[src/rtl/rotr_pkg.sv]
package rotr_pkg;

    localparam int SAMPLE_W = 12;
    localparam int BYTE_W   = 8;
    localparam int RMS_W    = 12;
    localparam int THRESH_W = 10;
    localparam int HEAT_W   = 16;
    localparam int SQUARE_W = 2 * SAMPLE_W;
    localparam int LHS_W    = 25;
    localparam int TMUL_W   = 18;

    localparam logic [BYTE_W-1:0] CMD_CLOSE = 8'h30;
    localparam logic [BYTE_W-1:0] CMD_OPEN  = 8'h31;
    localparam logic [BYTE_W-1:0] CMD_RAISE = 8'h32;
    localparam logic [BYTE_W-1:0] CMD_LOWER = 8'h33;

    localparam logic [THRESH_W-1:0] THRESH_MAX       = 10'd1000;
    localparam logic [THRESH_W-1:0] THRESH_RESET     = 10'd40;
    localparam logic [HEAT_W-1:0]   HEAT_LIMIT_RESET = 16'd500;
    localparam logic [HEAT_W-1:0]   HEAT_MAX         = 16'hFFFF;
    localparam logic [HEAT_W-1:0]   COOL_LOW         = 16'd20;
    localparam logic [HEAT_W-1:0]   COOL_MID         = 16'd10;
    localparam logic [HEAT_W-1:0]   HEAT_RISE        = 16'd5;

    localparam logic [LHS_W-1:0]  RMS_SCALE = 25'd6600;
    localparam logic [TMUL_W-1:0] ZONE1_MUL = 18'd90;
    localparam logic [TMUL_W-1:0] ZONE2_MUL = 18'd115;
    localparam logic [TMUL_W-1:0] ZONE3_MUL = 18'd180;

    typedef enum logic [2:0] {
        TOP_IDLE,
        TOP_WAIT,
        TOP_ZMUL,
        TOP_ZCMP,
        TOP_EMIT
    } rotr_state_t;

    typedef enum logic [1:0] {
        RMS_IDLE,
        RMS_SQUARE,
        RMS_DIVIDE,
        RMS_ROOT
    } rotr_rms_state_t;

    typedef struct packed {
        logic finish;
        logic window;
    } rotr_rms_status_t;

endpackage

[src/rtl/rms_overcurrent_thermal_trip.sv]
// RMS overcurrent relay with thermal accumulator and remote commands.
// Input words on s_: s_tuser selects an ADC sample (0) or a command byte (1).
// Every input word yields exactly one result word on m_ carrying relay drive,
// warning LED, latest window RMS, threshold, heat level and, on m_tuser, a
// flag marking the sample that closed a window and ran the zone logic.
// heat_limit is written through cfg_wr_en / cfg_wr_data; the user must write
// it only while idle, as the block itself does not enforce this.
// A sample runs through the serial squarer, one multiplier bit per cycle. A
// window-closing sample then adds bit-serial division of the SUM_W-bit sum by
// WINDOW_SAMPLES (SUM_W = 24 + clog2(WINDOW_SAMPLES), 30 by default), a
// two-bit-per-cycle square root and zone evaluation (TOP_ZMUL, then TOP_ZCMP).
// One word is in flight at a time; the next word can be accepted in the cycle
// after the result register loads.
// s_tready is high whenever the core is idle, even while a result waits on m_.
// If m_tready is low when the next result is ready, the core holds in its
// emit state until the output register frees up.
// Reset: threshold 4.0 A, heat 0, relay closed, LED off, RMS 0, heat_limit 500,
// partial window cleared, no result pending.
module rms_overcurrent_thermal_trip #(
    parameter int WINDOW_SAMPLES = 50,
    parameter int ADC_BITS       = 12
) (
    input  logic        aclk,
    input  logic        aresetn,
    input  logic        cfg_wr_en,
    input  logic [15:0] cfg_wr_data,   // heat_limit
    input  logic        s_tvalid,
    output logic        s_tready,
    input  logic [23:0] s_tdata,       // sample[11:0], rx_byte[19:12], zero pad
    input  logic [0:0]  s_tuser,       // cmd
    output logic        m_tvalid,
    input  logic        m_tready,
    output logic [39:0] m_tdata,       // relay_closed, warn_led, rms_code[13:2],
                                       // threshold_now[23:14], heat_level[39:24]
    output logic [0:0]  m_tuser        // window_done
);

    localparam int CMP_W = rotr_pkg::TMUL_W + ADC_BITS;

    rotr_pkg::rotr_state_t state_reg, state_next;

    logic [rotr_pkg::THRESH_W-1:0] thresh_reg, thresh_next;
    logic [rotr_pkg::HEAT_W-1:0]   heat_reg, heat_next;
    logic [rotr_pkg::HEAT_W-1:0]   heat_limit_reg;
    logic                          relay_reg, relay_next;
    logic                          led_reg, led_next;
    logic                          done_reg, done_next;
    logic [rotr_pkg::LHS_W-1:0]    lhs_reg, lhs_next;
    logic [rotr_pkg::TMUL_W-1:0]   t1_reg, t1_next, t2_reg, t2_next, t3_reg, t3_next;
    logic                          m_tvalid_reg, m_tvalid_next;
    logic [39:0]                   m_tdata_reg, m_tdata_next;
    logic                          m_tuser_reg, m_tuser_next;

    logic                          s_accept, rms_start, load_out;
    logic [rotr_pkg::BYTE_W-1:0]   rx_byte;
    rotr_pkg::rotr_rms_status_t    rms_status;
    logic [rotr_pkg::RMS_W-1:0]    rms_code;
    logic [CMP_W-1:0]              lhs_ext;
    logic                          zone1, zone2, zone3, zone_open;
    logic [rotr_pkg::HEAT_W:0]     heat_rise;
    logic [rotr_pkg::HEAT_W-1:0]   heat_hot;

    assign rx_byte   = s_tdata[19:12];
    assign s_accept  = s_tvalid && s_tready;

    rotr_rms_unit #(
        .WINDOW_SAMPLES(WINDOW_SAMPLES)
    ) u_rms (
        .aclk    (aclk),
        .aresetn (aresetn),
        .start   (rms_start),
        .sample  (s_tdata[rotr_pkg::SAMPLE_W-1:0]),
        .status  (rms_status),
        .rms     (rms_code)
    );

    assign lhs_ext   = CMP_W'(lhs_reg);
    assign zone1     = lhs_ext < (CMP_W'(t1_reg) << ADC_BITS);
    assign zone2     = lhs_ext < (CMP_W'(t2_reg) << ADC_BITS);
    assign zone3     = lhs_ext < (CMP_W'(t3_reg) << ADC_BITS);
    assign zone_open = !zone3;
    assign heat_rise = {1'b0, heat_reg} + {1'b0, rotr_pkg::HEAT_RISE};
    assign heat_hot  = heat_rise[rotr_pkg::HEAT_W] ? rotr_pkg::HEAT_MAX
                                                   : heat_rise[rotr_pkg::HEAT_W-1:0];

    always_comb begin
        state_next = state_reg;
        case (state_reg)
            rotr_pkg::TOP_IDLE: begin
                if (s_accept) begin
                    state_next = s_tuser[0] ? rotr_pkg::TOP_EMIT : rotr_pkg::TOP_WAIT;
                end
            end
            rotr_pkg::TOP_WAIT: begin
                if (rms_status.finish) begin
                    state_next = rms_status.window ? rotr_pkg::TOP_ZMUL : rotr_pkg::TOP_EMIT;
                end
            end
            rotr_pkg::TOP_ZMUL: begin
                state_next = rotr_pkg::TOP_ZCMP;
            end
            rotr_pkg::TOP_ZCMP: begin
                state_next = rotr_pkg::TOP_EMIT;
            end
            rotr_pkg::TOP_EMIT: begin
                if (!m_tvalid_reg || m_tready) begin
                    state_next = rotr_pkg::TOP_IDLE;
                end
            end
            default: begin
                state_next = rotr_pkg::TOP_IDLE;
            end
        endcase
    end

    always_comb begin
        s_tready  = (state_reg == rotr_pkg::TOP_IDLE);
        rms_start = (state_reg == rotr_pkg::TOP_IDLE) && s_tvalid && !s_tuser[0];
        load_out  = (state_reg == rotr_pkg::TOP_EMIT) && (!m_tvalid_reg || m_tready);
    end

    always_comb begin
        thresh_next   = thresh_reg;
        heat_next     = heat_reg;
        relay_next    = relay_reg;
        led_next      = led_reg;
        done_next     = done_reg;
        lhs_next      = lhs_reg;
        t1_next       = t1_reg;
        t2_next       = t2_reg;
        t3_next       = t3_reg;
        m_tvalid_next = m_tvalid_reg && !m_tready;
        m_tdata_next  = m_tdata_reg;
        m_tuser_next  = m_tuser_reg;
        case (state_reg)
            rotr_pkg::TOP_IDLE: begin
                done_next = 1'b0;
                if (s_accept && s_tuser[0]) begin
                    case (rx_byte)
                        rotr_pkg::CMD_CLOSE: relay_next = 1'b1;
                        rotr_pkg::CMD_OPEN:  relay_next = 1'b0;
                        rotr_pkg::CMD_RAISE: begin
                            if (thresh_reg < rotr_pkg::THRESH_MAX) begin
                                thresh_next = thresh_reg + 1'b1;
                            end
                        end
                        rotr_pkg::CMD_LOWER: begin
                            if (thresh_reg != '0) begin
                                thresh_next = thresh_reg - 1'b1;
                            end
                        end
                        default: relay_next = relay_reg;
                    endcase
                end
            end
            rotr_pkg::TOP_ZMUL: begin
                lhs_next = rotr_pkg::LHS_W'(rms_code) * rotr_pkg::RMS_SCALE;
                t1_next  = rotr_pkg::TMUL_W'(thresh_reg) * rotr_pkg::ZONE1_MUL;
                t2_next  = rotr_pkg::TMUL_W'(thresh_reg) * rotr_pkg::ZONE2_MUL;
                t3_next  = rotr_pkg::TMUL_W'(thresh_reg) * rotr_pkg::ZONE3_MUL;
            end
            rotr_pkg::TOP_ZCMP: begin
                done_next = 1'b1;
                if (zone1) begin
                    led_next  = 1'b0;
                    heat_next = (heat_reg > rotr_pkg::COOL_LOW)
                              ? heat_reg - rotr_pkg::COOL_LOW : '0;
                end else if (zone2) begin
                    led_next  = 1'b1;
                    heat_next = (heat_reg > rotr_pkg::COOL_MID)
                              ? heat_reg - rotr_pkg::COOL_MID : '0;
                end else if (zone3) begin
                    heat_next = heat_hot;
                    if (heat_hot >= heat_limit_reg) begin
                        relay_next = 1'b0;
                    end
                end else begin
                    relay_next = 1'b0;
                end
            end
            rotr_pkg::TOP_EMIT: begin
                if (load_out) begin
                    m_tvalid_next = 1'b1;
                    m_tdata_next  = {heat_reg, thresh_reg, rms_code, led_reg, relay_reg};
                    m_tuser_next  = done_reg;
                end
            end
            default: begin
                done_next = done_reg;
            end
        endcase
    end

    always_ff @(posedge aclk) begin
        if (!aresetn) begin
            state_reg      <= rotr_pkg::TOP_IDLE;
            thresh_reg     <= rotr_pkg::THRESH_RESET;
            heat_reg       <= '0;
            heat_limit_reg <= rotr_pkg::HEAT_LIMIT_RESET;
            relay_reg      <= 1'b1;
            led_reg        <= 1'b0;
            m_tvalid_reg   <= 1'b0;
        end else begin
            state_reg    <= state_next;
            thresh_reg   <= thresh_next;
            heat_reg     <= heat_next;
            relay_reg    <= relay_next;
            led_reg      <= led_next;
            m_tvalid_reg <= m_tvalid_next;
            if (cfg_wr_en) begin
                heat_limit_reg <= cfg_wr_data;
            end
        end
    end

    always_ff @(posedge aclk) begin
        done_reg    <= done_next;
        lhs_reg     <= lhs_next;
        t1_reg      <= t1_next;
        t2_reg      <= t2_next;
        t3_reg      <= t3_next;
        m_tdata_reg <= m_tdata_next;
        m_tuser_reg <= m_tuser_next;
    end

    assign m_tvalid   = m_tvalid_reg;
    assign m_tdata    = m_tdata_reg;
    assign m_tuser[0] = m_tuser_reg;

    a_thresh_range: assert property (@(posedge aclk) disable iff (!aresetn)
        thresh_reg <= rotr_pkg::THRESH_MAX)
        else $error("threshold above limit");

    a_finish_waited: assert property (@(posedge aclk) disable iff (!aresetn)
        rms_status.finish |-> state_reg == rotr_pkg::TOP_WAIT)
        else $error("rms unit finished outside wait state");

    a_zone_open_trips: assert property (@(posedge aclk) disable iff (!aresetn)
        (state_reg == rotr_pkg::TOP_ZCMP && zone_open) |=> !relay_reg)
        else $error("relay not opened in top zone");

    a_emit_holds: assert property (@(posedge aclk) disable iff (!aresetn)
        (state_reg == rotr_pkg::TOP_EMIT && m_tvalid_reg && !m_tready)
        |=> state_reg == rotr_pkg::TOP_EMIT)
        else $error("result emitted over a pending word");

endmodule

[src/rtl/rotr_rms_unit.sv]
module rotr_rms_unit #(
    parameter int WINDOW_SAMPLES = 50
) (
    input  logic                            aclk,
    input  logic                            aresetn,
    input  logic                            start,
    input  logic [rotr_pkg::SAMPLE_W-1:0]   sample,
    output rotr_pkg::rotr_rms_status_t      status,
    output logic [rotr_pkg::RMS_W-1:0]      rms
);

    localparam int SUM_W  = rotr_pkg::SQUARE_W + $clog2(WINDOW_SAMPLES);
    localparam int CNT_W  = (WINDOW_SAMPLES > 1) ? $clog2(WINDOW_SAMPLES) : 1;
    localparam int DREM_W = $clog2(WINDOW_SAMPLES) + 1;
    localparam int STEP_W = $clog2(SUM_W);
    localparam int RREM_W = rotr_pkg::RMS_W + 2;

    rotr_pkg::rotr_rms_state_t state_reg, state_next;

    logic [SUM_W-1:0]                  sum_reg, sum_next;
    logic [CNT_W-1:0]                  count_reg, count_next;
    logic [rotr_pkg::SQUARE_W-1:0]     mcand_reg, mcand_next;
    logic [rotr_pkg::SAMPLE_W-1:0]     mplier_reg, mplier_next;
    logic [DREM_W-1:0]                 drem_reg, drem_next;
    logic [STEP_W-1:0]                 step_reg, step_next;
    logic [rotr_pkg::RMS_W-1:0]        root_reg, root_next;
    logic [RREM_W-1:0]                 rrem_reg, rrem_next;
    logic [rotr_pkg::RMS_W-1:0]        rms_reg, rms_next;
    logic                              window_reg, window_next;
    logic                              finish_reg, finish_next;

    logic                              last_square, last_divide, last_root;
    logic [DREM_W:0]                   div_shift, div_diff;
    logic                              div_ge;
    logic [RREM_W+1:0]                 root_shift, root_trial, root_diff;
    logic                              root_ge;
    logic [rotr_pkg::RMS_W-1:0]        root_step;

    assign last_square = (step_reg == STEP_W'(rotr_pkg::SAMPLE_W - 1));
    assign last_divide = (step_reg == STEP_W'(SUM_W - 1));
    assign last_root   = (step_reg == STEP_W'(rotr_pkg::RMS_W - 1));

    assign div_shift = {drem_reg, sum_reg[SUM_W-1]};
    assign div_ge    = (div_shift >= (DREM_W+1)'(WINDOW_SAMPLES));
    assign div_diff  = div_shift - (DREM_W+1)'(WINDOW_SAMPLES);

    assign root_shift = {rrem_reg, sum_reg[rotr_pkg::SQUARE_W-1 -: 2]};
    assign root_trial = (RREM_W+2)'({root_reg, 2'b01});
    assign root_ge    = (root_shift >= root_trial);
    assign root_diff  = root_shift - root_trial;
    assign root_step  = {root_reg[rotr_pkg::RMS_W-2:0], root_ge};

    always_comb begin
        state_next = state_reg;
        case (state_reg)
            rotr_pkg::RMS_IDLE: begin
                if (start) begin
                    state_next = rotr_pkg::RMS_SQUARE;
                end
            end
            rotr_pkg::RMS_SQUARE: begin
                if (last_square) begin
                    state_next = window_reg ? rotr_pkg::RMS_DIVIDE : rotr_pkg::RMS_IDLE;
                end
            end
            rotr_pkg::RMS_DIVIDE: begin
                if (last_divide) begin
                    state_next = rotr_pkg::RMS_ROOT;
                end
            end
            rotr_pkg::RMS_ROOT: begin
                if (last_root) begin
                    state_next = rotr_pkg::RMS_IDLE;
                end
            end
            default: begin
                state_next = rotr_pkg::RMS_IDLE;
            end
        endcase
    end

    always_comb begin
        sum_next    = sum_reg;
        count_next  = count_reg;
        mcand_next  = mcand_reg;
        mplier_next = mplier_reg;
        drem_next   = drem_reg;
        step_next   = step_reg;
        root_next   = root_reg;
        rrem_next   = rrem_reg;
        rms_next    = rms_reg;
        window_next = window_reg;
        finish_next = 1'b0;
        case (state_reg)
            rotr_pkg::RMS_IDLE: begin
                if (start) begin
                    mcand_next  = rotr_pkg::SQUARE_W'(sample);
                    mplier_next = sample;
                    step_next   = '0;
                    window_next = (count_reg == CNT_W'(WINDOW_SAMPLES - 1));
                    count_next  = window_next ? '0 : count_reg + 1'b1;
                end
            end
            rotr_pkg::RMS_SQUARE: begin
                if (mplier_reg[0]) begin
                    sum_next = sum_reg + SUM_W'(mcand_reg);
                end
                mcand_next  = mcand_reg << 1;
                mplier_next = mplier_reg >> 1;
                step_next   = step_reg + 1'b1;
                if (last_square) begin
                    step_next   = '0;
                    drem_next   = '0;
                    finish_next = !window_reg;
                end
            end
            rotr_pkg::RMS_DIVIDE: begin
                sum_next  = {sum_reg[SUM_W-2:0], div_ge};
                drem_next = div_ge ? div_diff[DREM_W-1:0] : div_shift[DREM_W-1:0];
                step_next = step_reg + 1'b1;
                if (last_divide) begin
                    step_next = '0;
                    root_next = '0;
                    rrem_next = '0;
                end
            end
            rotr_pkg::RMS_ROOT: begin
                sum_next  = sum_reg << 2;
                root_next = root_step;
                rrem_next = root_ge ? root_diff[RREM_W-1:0] : root_shift[RREM_W-1:0];
                step_next = step_reg + 1'b1;
                if (last_root) begin
                    sum_next    = '0;
                    rms_next    = root_step;
                    finish_next = 1'b1;
                end
            end
            default: begin
                finish_next = 1'b0;
            end
        endcase
    end

    always_ff @(posedge aclk) begin
        if (!aresetn) begin
            state_reg  <= rotr_pkg::RMS_IDLE;
            sum_reg    <= '0;
            count_reg  <= '0;
            rms_reg    <= '0;
            window_reg <= 1'b0;
            finish_reg <= 1'b0;
        end else begin
            state_reg  <= state_next;
            sum_reg    <= sum_next;
            count_reg  <= count_next;
            rms_reg    <= rms_next;
            window_reg <= window_next;
            finish_reg <= finish_next;
        end
    end

    always_ff @(posedge aclk) begin
        mcand_reg  <= mcand_next;
        mplier_reg <= mplier_next;
        drem_reg   <= drem_next;
        step_reg   <= step_next;
        root_reg   <= root_next;
        rrem_reg   <= rrem_next;
    end

    assign status.finish = finish_reg;
    assign status.window = window_reg;
    assign rms           = rms_reg;

endmodule
[config.mk]
export PLATFORM = sky130hd
export DESIGN_NAME = rms_overcurrent_thermal_trip
export DESIGN_NICKNAME = d
export VERILOG_FILES = /design/src/rtl/rotr_pkg.sv /design/src/rtl/rms_overcurrent_thermal_trip.sv /design/src/rtl/rotr_rms_unit.sv
export SDC_FILE = /design/constraint.sdc
export NUM_CORES = 1
export LEC_CHECK = 0
export BUFFER_PORTS_ARGS = -buffer_cell sky130_fd_sc_hd__buf_2
export CORE_UTILIZATION = 60
export CTS_CLUSTER_DIAMETER = 100
export DETAILED_ROUTE_END_ITERATION = 10
export MAX_ROUTING_LAYER = met4
export PLACE_DENSITY = 0.78
export SYNTH_ARGS = -nofsm -noshare
export SYNTH_HDL_FRONTEND = slang
export SYNTH_SLANG_ARGS = --single-unit
[constraint.sdc]
create_clock -name aclk -period 10 [get_ports aclk]
set_input_delay 0.5 -clock aclk [delete_from_list [all_inputs] [get_ports aclk]]
set_output_delay 0.5 -clock aclk [all_outputs]
set_load 0.02 [all_outputs]
* After elaboration in Yosys (flattened, before gate mapping)
Cells that the tools add are included.
** Storage, ports and cells
- Register bits :: 287
- Logic and storage cells :: 168
** Operators by class
- Add/sub/neg operators :: 10
- $mul :: 4
- Order comparisons :: 9
- Equal/unequal tests :: 29
- Multiplexer cells :: 56
- Reduce and logical (&&, ||, !) cells :: 34
** Operators with widths (number)
- 16-bit two-way mux :: 6
- 30-bit one-hot mux with 3 select lines :: 1
- 30-bit two-way mux :: 2
- 25-bit by 29-bit < comparator with 1-bit output :: 2
- 12-bit one-hot mux with 2 select lines :: 2
- 24-bit one-hot mux with 2 select lines :: 1
- 8-bit by 6-bit == test with 1-bit output, second input constant :: 4
- 10-bit by 6-bit multiplier with 16-bit output, second input constant :: 2
- 30-bit by 24-bit adder with 30-bit output :: 1
- 25-bit by 30-bit < comparator with 1-bit output :: 1
- 14-bit two-way mux :: 2
- 14-bit one-hot mux with 2 select lines :: 1
- 12-bit two-way mux :: 2
- 24-bit two-way mux :: 1
- 12-bit by 10-bit multiplier with 22-bit output, second input constant :: 1
- 10-bit two-way mux :: 2
- 10-bit one-hot mux with 2 select lines :: 1
- 5-bit one-hot mux with 4 select lines :: 1
- 2-bit AND reduction :: 9
- 16-bit by 3-bit adder with 17-bit output, second input constant :: 1
- 10-bit by 7-bit multiplier with 17-bit output, second input constant :: 1
- 16-bit by 14-bit >= comparator with 1-bit output :: 1
- 16-bit >= comparator :: 1
- 16-bit by 4-bit > comparator with 1-bit output, second input constant :: 1
- other kinds (45) :: 95

* Logic depth before layout (Yosys ltp)
- Depth after elaboration :: 8
- Gate-level depth with buffers :: 18

* Modules after synthesis
A second synthesis with hierarchy kept.
** Second synthesis, totals
- Cell total of the unflattened synthesis :: 2064
- Area, all modules :: 19643.8 um^2
** Modules (own cells, without submodules)
- rms_overcurrent_thermal_trip :: instances 1, cells each 1204, area each 11989.0 um^2, seq. area each 3573.4 um^2
- rotr_rms_unit :: instances 1, cells each 860, area each 7654.8 um^2, seq. area each 3263.1 um^2

* Least setup slack after synthesis
No wires, ideal clock.
- Kind :: register -> register
- Start point :: reg u_rms.rms_reg, in the netlist u_rms.rms[1]
- End point :: reg lhs_reg[24] in the netlist's numbering (data pin)
- Data arrival time :: 4.528 ns
- Required time :: 9.741 ns
- Setup slack :: 5.213 ns
- Cell stages (with the launch flop) :: 18
- Path buffers :: 0
- Clock period less this slack :: 4.787 ns
- Cell sequence :: dfxtp_1 ha_1 xor2_1 ha_1 fa_1 fa_1 inv_1 fa_1 inv_1 ha_1 a21o_1 a21oi_1 nand3_1 a221oi_1 o2111ai_1 a21o_1 a21oi_1 xnor2_1
** Between the ends
- Word-level cells in the longest chain between the ends :: 1
** RTL lines
- start, declared :: line rotr_rms_unit.sv:28 : logic [rotr_pkg::RMS_W-1:0] rms_reg, rms_next;
- start signal, assigned :: line rotr_rms_unit.sv:156 : rms_reg <= rms_next;
- 12-bit by 10-bit multiplier with 22-bit output :: line rms_overcurrent_thermal_trip.sv:157 : lhs_next = rotr_pkg::LHS_W'(rms_code) * rotr_pkg::RMS_SCALE;
- end signal, assigned :: line rms_overcurrent_thermal_trip.sv:218 : lhs_reg <= lhs_next;
- end, declared :: line rms_overcurrent_thermal_trip.sv:48 : logic [rotr_pkg::LHS_W-1:0] lhs_reg, lhs_next;
No other way between the ends.
A chain may end at the register's enable or synchronous reset.

* Worst setup path in the final report
- Start point :: reg u_rms.rms_reg, in the netlist u_rms.rms[6]
- End point :: reg lhs_reg[24] in the netlist's numbering (data pin)
The elaborated chain is that of the path after synthesis.

==> impl_metrics.csv <==
group,metric,value,unit
status,outcome,"finished, final reports clean",
logic_synthesis,yosysTopAreaCell,"edfxtp_1",
clock_tree,holdBufCountCts,0,
sta,worst_hold_slack,0.159,ns
global_route,grt_pass1_vias,14500,
sta,rsz0062_at_grt,"false",
pwr,p_leak,9.93,nW
setup_path,cp.required,10.30,ns
clock_tree,cts_buffers,29,
route,avgRoutedWirePerCell,17.1,um
route,drtIter0Drc,1053,
sta,layout_setup_ws,4.73,ns
cells_and_area,num-fill-cells,2472,
logic_synthesis,syn_nets,2343,
cells_and_area,postLayoutCoreUtil,67.1,%
logic_synthesis,ys_warn_count,0,
clock_tree,cts_setup_buffers,0,
logic_synthesis,synthCells,1974,
cells_and_area,largest_reg_flops,40,
global_route,grt_start_max_net_pins,53,
setup_path,startpoint_type,"flip-flop",
clock_tree,clockRootBuffer,"clkbuf_16",
floorplan,core_area,30900,um^2
logic_synthesis,yosys-top-cells-area,"edfxtp_1, ha_1, dfxtp_1",
placement,port_buffers,84,
logic_synthesis,yosysSeqAreaShare,35.9,%
pwr,power_per_cell_area,119,nW/um^2
sta,fin_worst_skew,0.0142,ns
sta,finalCritPeriodShare,52.7,%
floorplan,num_rows,64,
route,postRouteAntennaNets,0,
sta,slew_violations,0,
clock_tree,post_cts_resized,0,
route,dr.pass1.iters,7,
logic_synthesis,synthFlopType,"edfxtp_1",
setup_path,crit_type,"flip-flop to flip-flop",
logic_synthesis,yosys.area_share.adder,23.7,%
logic_synthesis,ys_async_sr_fraction,0,%
sta,fmax,190,MHz
setup_path,reg2reg_from,"u_rms.rms[6]$_SDFFE_PN0P_",
pwr,power,0.00247,W
cells_and_area,drive_gt1_share,8.36,%
logic_synthesis,synth_compound_area_share,15.1,%
setup_path,timing.critical_path.to_type,"flip-flop",
placement,pre_cts_slack,4.71,ns
route,drc,0,
route,finalWirelength,42.1,mm
floorplan,die_area,32500,um^2
route,vias_per_cell,5.92,
floorplan,start_util,61.7,%
global_route,grt_pass1_wl,70.4,mm
floorplan,die_y,180,um
clock_tree,clk_path_buf_depth,3,
floorplan,io_pins,89,
logic_synthesis,synth.most_common_cell,"ha_1",
logic_synthesis,syn-mean-instance-area,9.66,um^2
sta,setup_viol,0,
logic_synthesis,synth_xor_xnor_area_share,4.59,%
sta,fin_setup_tns,0,ns
pwr,ir_drop,0.000211,V
route,dr_total_vias,14500,
sta,fin_crit,5.27,ns
global_route,grt.overflow.total,0,
setup_path,worst_ep_arrival_time,5.57,ns
clock_tree,insertion_delay,0.56,ns
sta,tightestPinTransition,1.03,ns
logic_synthesis,synth_edf_count,161,
clock_tree,path_clk_slew,0.06,ns
setup_path,crit_start,"u_rms.rms[6]$_SDFFE_PN0P_",
logic_synthesis,synth_area,19100,um^2
logic_synthesis,yosysUniqueCellTypes,85,
logic_synthesis,synth_simple_gate_area_share,13.6,%
clock_tree,cts_tree,"yes",
placement,dp_hpwl,30.6,mm
clock_tree,clock-sinks,261,
sta,slew_headroom,30.9,%
min_path,hold_path_class,"input pin to flip-flop",
sta,hold_violations,0,
global_route,grtUsageTotal,26.9,%
logic_synthesis,synth_top_area_share,25.4,%
min_path,min_from,"cfg_wr_data[7]",
cells_and_area,syn_to_final_growth,8.87,%
cells_and_area,finalNetCount,2404,
logic_synthesis,synth_top_family_by_area,"adder cells",
run,cap_violations,0,
clock_tree,htreeDepth,1,
logic_synthesis,muxShareOfSynthArea,1.41,%
setup_path,cp_max_fo,6,
logic_synthesis,yosys-top-cells-count,"ha_1, inv_1, nand2_1",
floorplan,dieWidth,180,um
global_route,grt_antenna_before_repair,1,
placement,gp_congestion,0.900,
logic_synthesis,ys_ff_latch,261,
logic make-up after synthesis:
kind of cell	Yosys count
and+or+nand+nor	554
AOI/OAI and AO/OA	425
adders and majority gates	323
buffers and inverters	285
DFF	261
xor gates and xnor gates	100
muxes	26
placed cells by master (no fill, tap or decap), types with 13 or more instances in the layout:
master     instances
and3_1            33
fa_1              64
edfxtp_1         161
xnor2_1           58
nand3_1           43
nand4_1           23
o211ai_1          17
nor3_1            30
a21oi_1          106
a21o_1            50
a211oi_1          17
a221oi_1          23
nand2b_1          23
buf_2             84
nor2_1           161
mux2i_1           22
o21ai_0           88
clkbuf_16         29
nand2_1          174
nor2b_1           13
ha_1             259
inv_1            217
xor2_1            42
dfxtp_1           99
report_power, final:
group | switching, W | total (W) | internal (W)
combinational | 0.000135 | 0.000220 | 0.0000847
sequential | 0.0000262 | 0.00121 | 0.00118
clock | 0.000429 | 0.00104 | 0.000615
total | 0.000591 | 0.00247 | 0.00188
per-stage QoR:
step | cells | area, um^2
global placement | 2400 | 19800
detailed placement | 2400 | 19800
floorplan | 1974 | 19100
global route | 2454 | 20800
finish | 2454 | 20800
CTS | 2453 | 20700
path summary, 6_finish.rpt:
check	to	slack, ns	cells past startpoint
setup reg to reg	lhs_reg[24]$_DFFE_PP_	4.73	16
hold reg to reg	m_tuser$_DFFE_PP_	0.43	0
setup / recovery	lhs_reg[24]$_DFFE_PP_	4.73	16
hold / removal	heat_limit_reg[7]$_SDFFE_PN1P_	0.16	3
layout make-up:
cell class	count	area (um^2)	share of cell area, %
multi-input combinational	1428	11200	53.8
sequential	261	6840	32.9
clock buffer	45	826	3.98
inverter	219	822	3.96
timing repair buffer	96	510	2.46
tap	396	495	2.39
clock inverter	8	91.3	0.440
antenna	1	2.50	0.0121
layer usage:
metal | vias to the layer above | GRT usage (%) | part of all wire, %
met5 | - | - | 0
met4 | 0 | 6.67 | 2.1
met3 | 64 | 2.83 | 4.7
met2 | 366 | 46.0 | 49
met1 | 6974 | 34.1 | 44
li1 | 7135 | - | -
critical path, stage by stage (launching register included):
cell and delay, ns:
dfxtp_1 0.55, ha_1 0.31, inv_1 0.12, fa_1 0.45
fa_1 0.54, inv_1 0.06, fa_1 0.56, fa_1 0.43
ha_1 0.36, and4_1 0.17, o21ai_0 0.07, nand3_1 0.15
a221oi_1 0.48, o2111ai_1 0.25, a21o_1 0.25, a21oi_1 0.19
xnor2_1 0.09
Note: power is estimated with default switching activity, not from simulation.
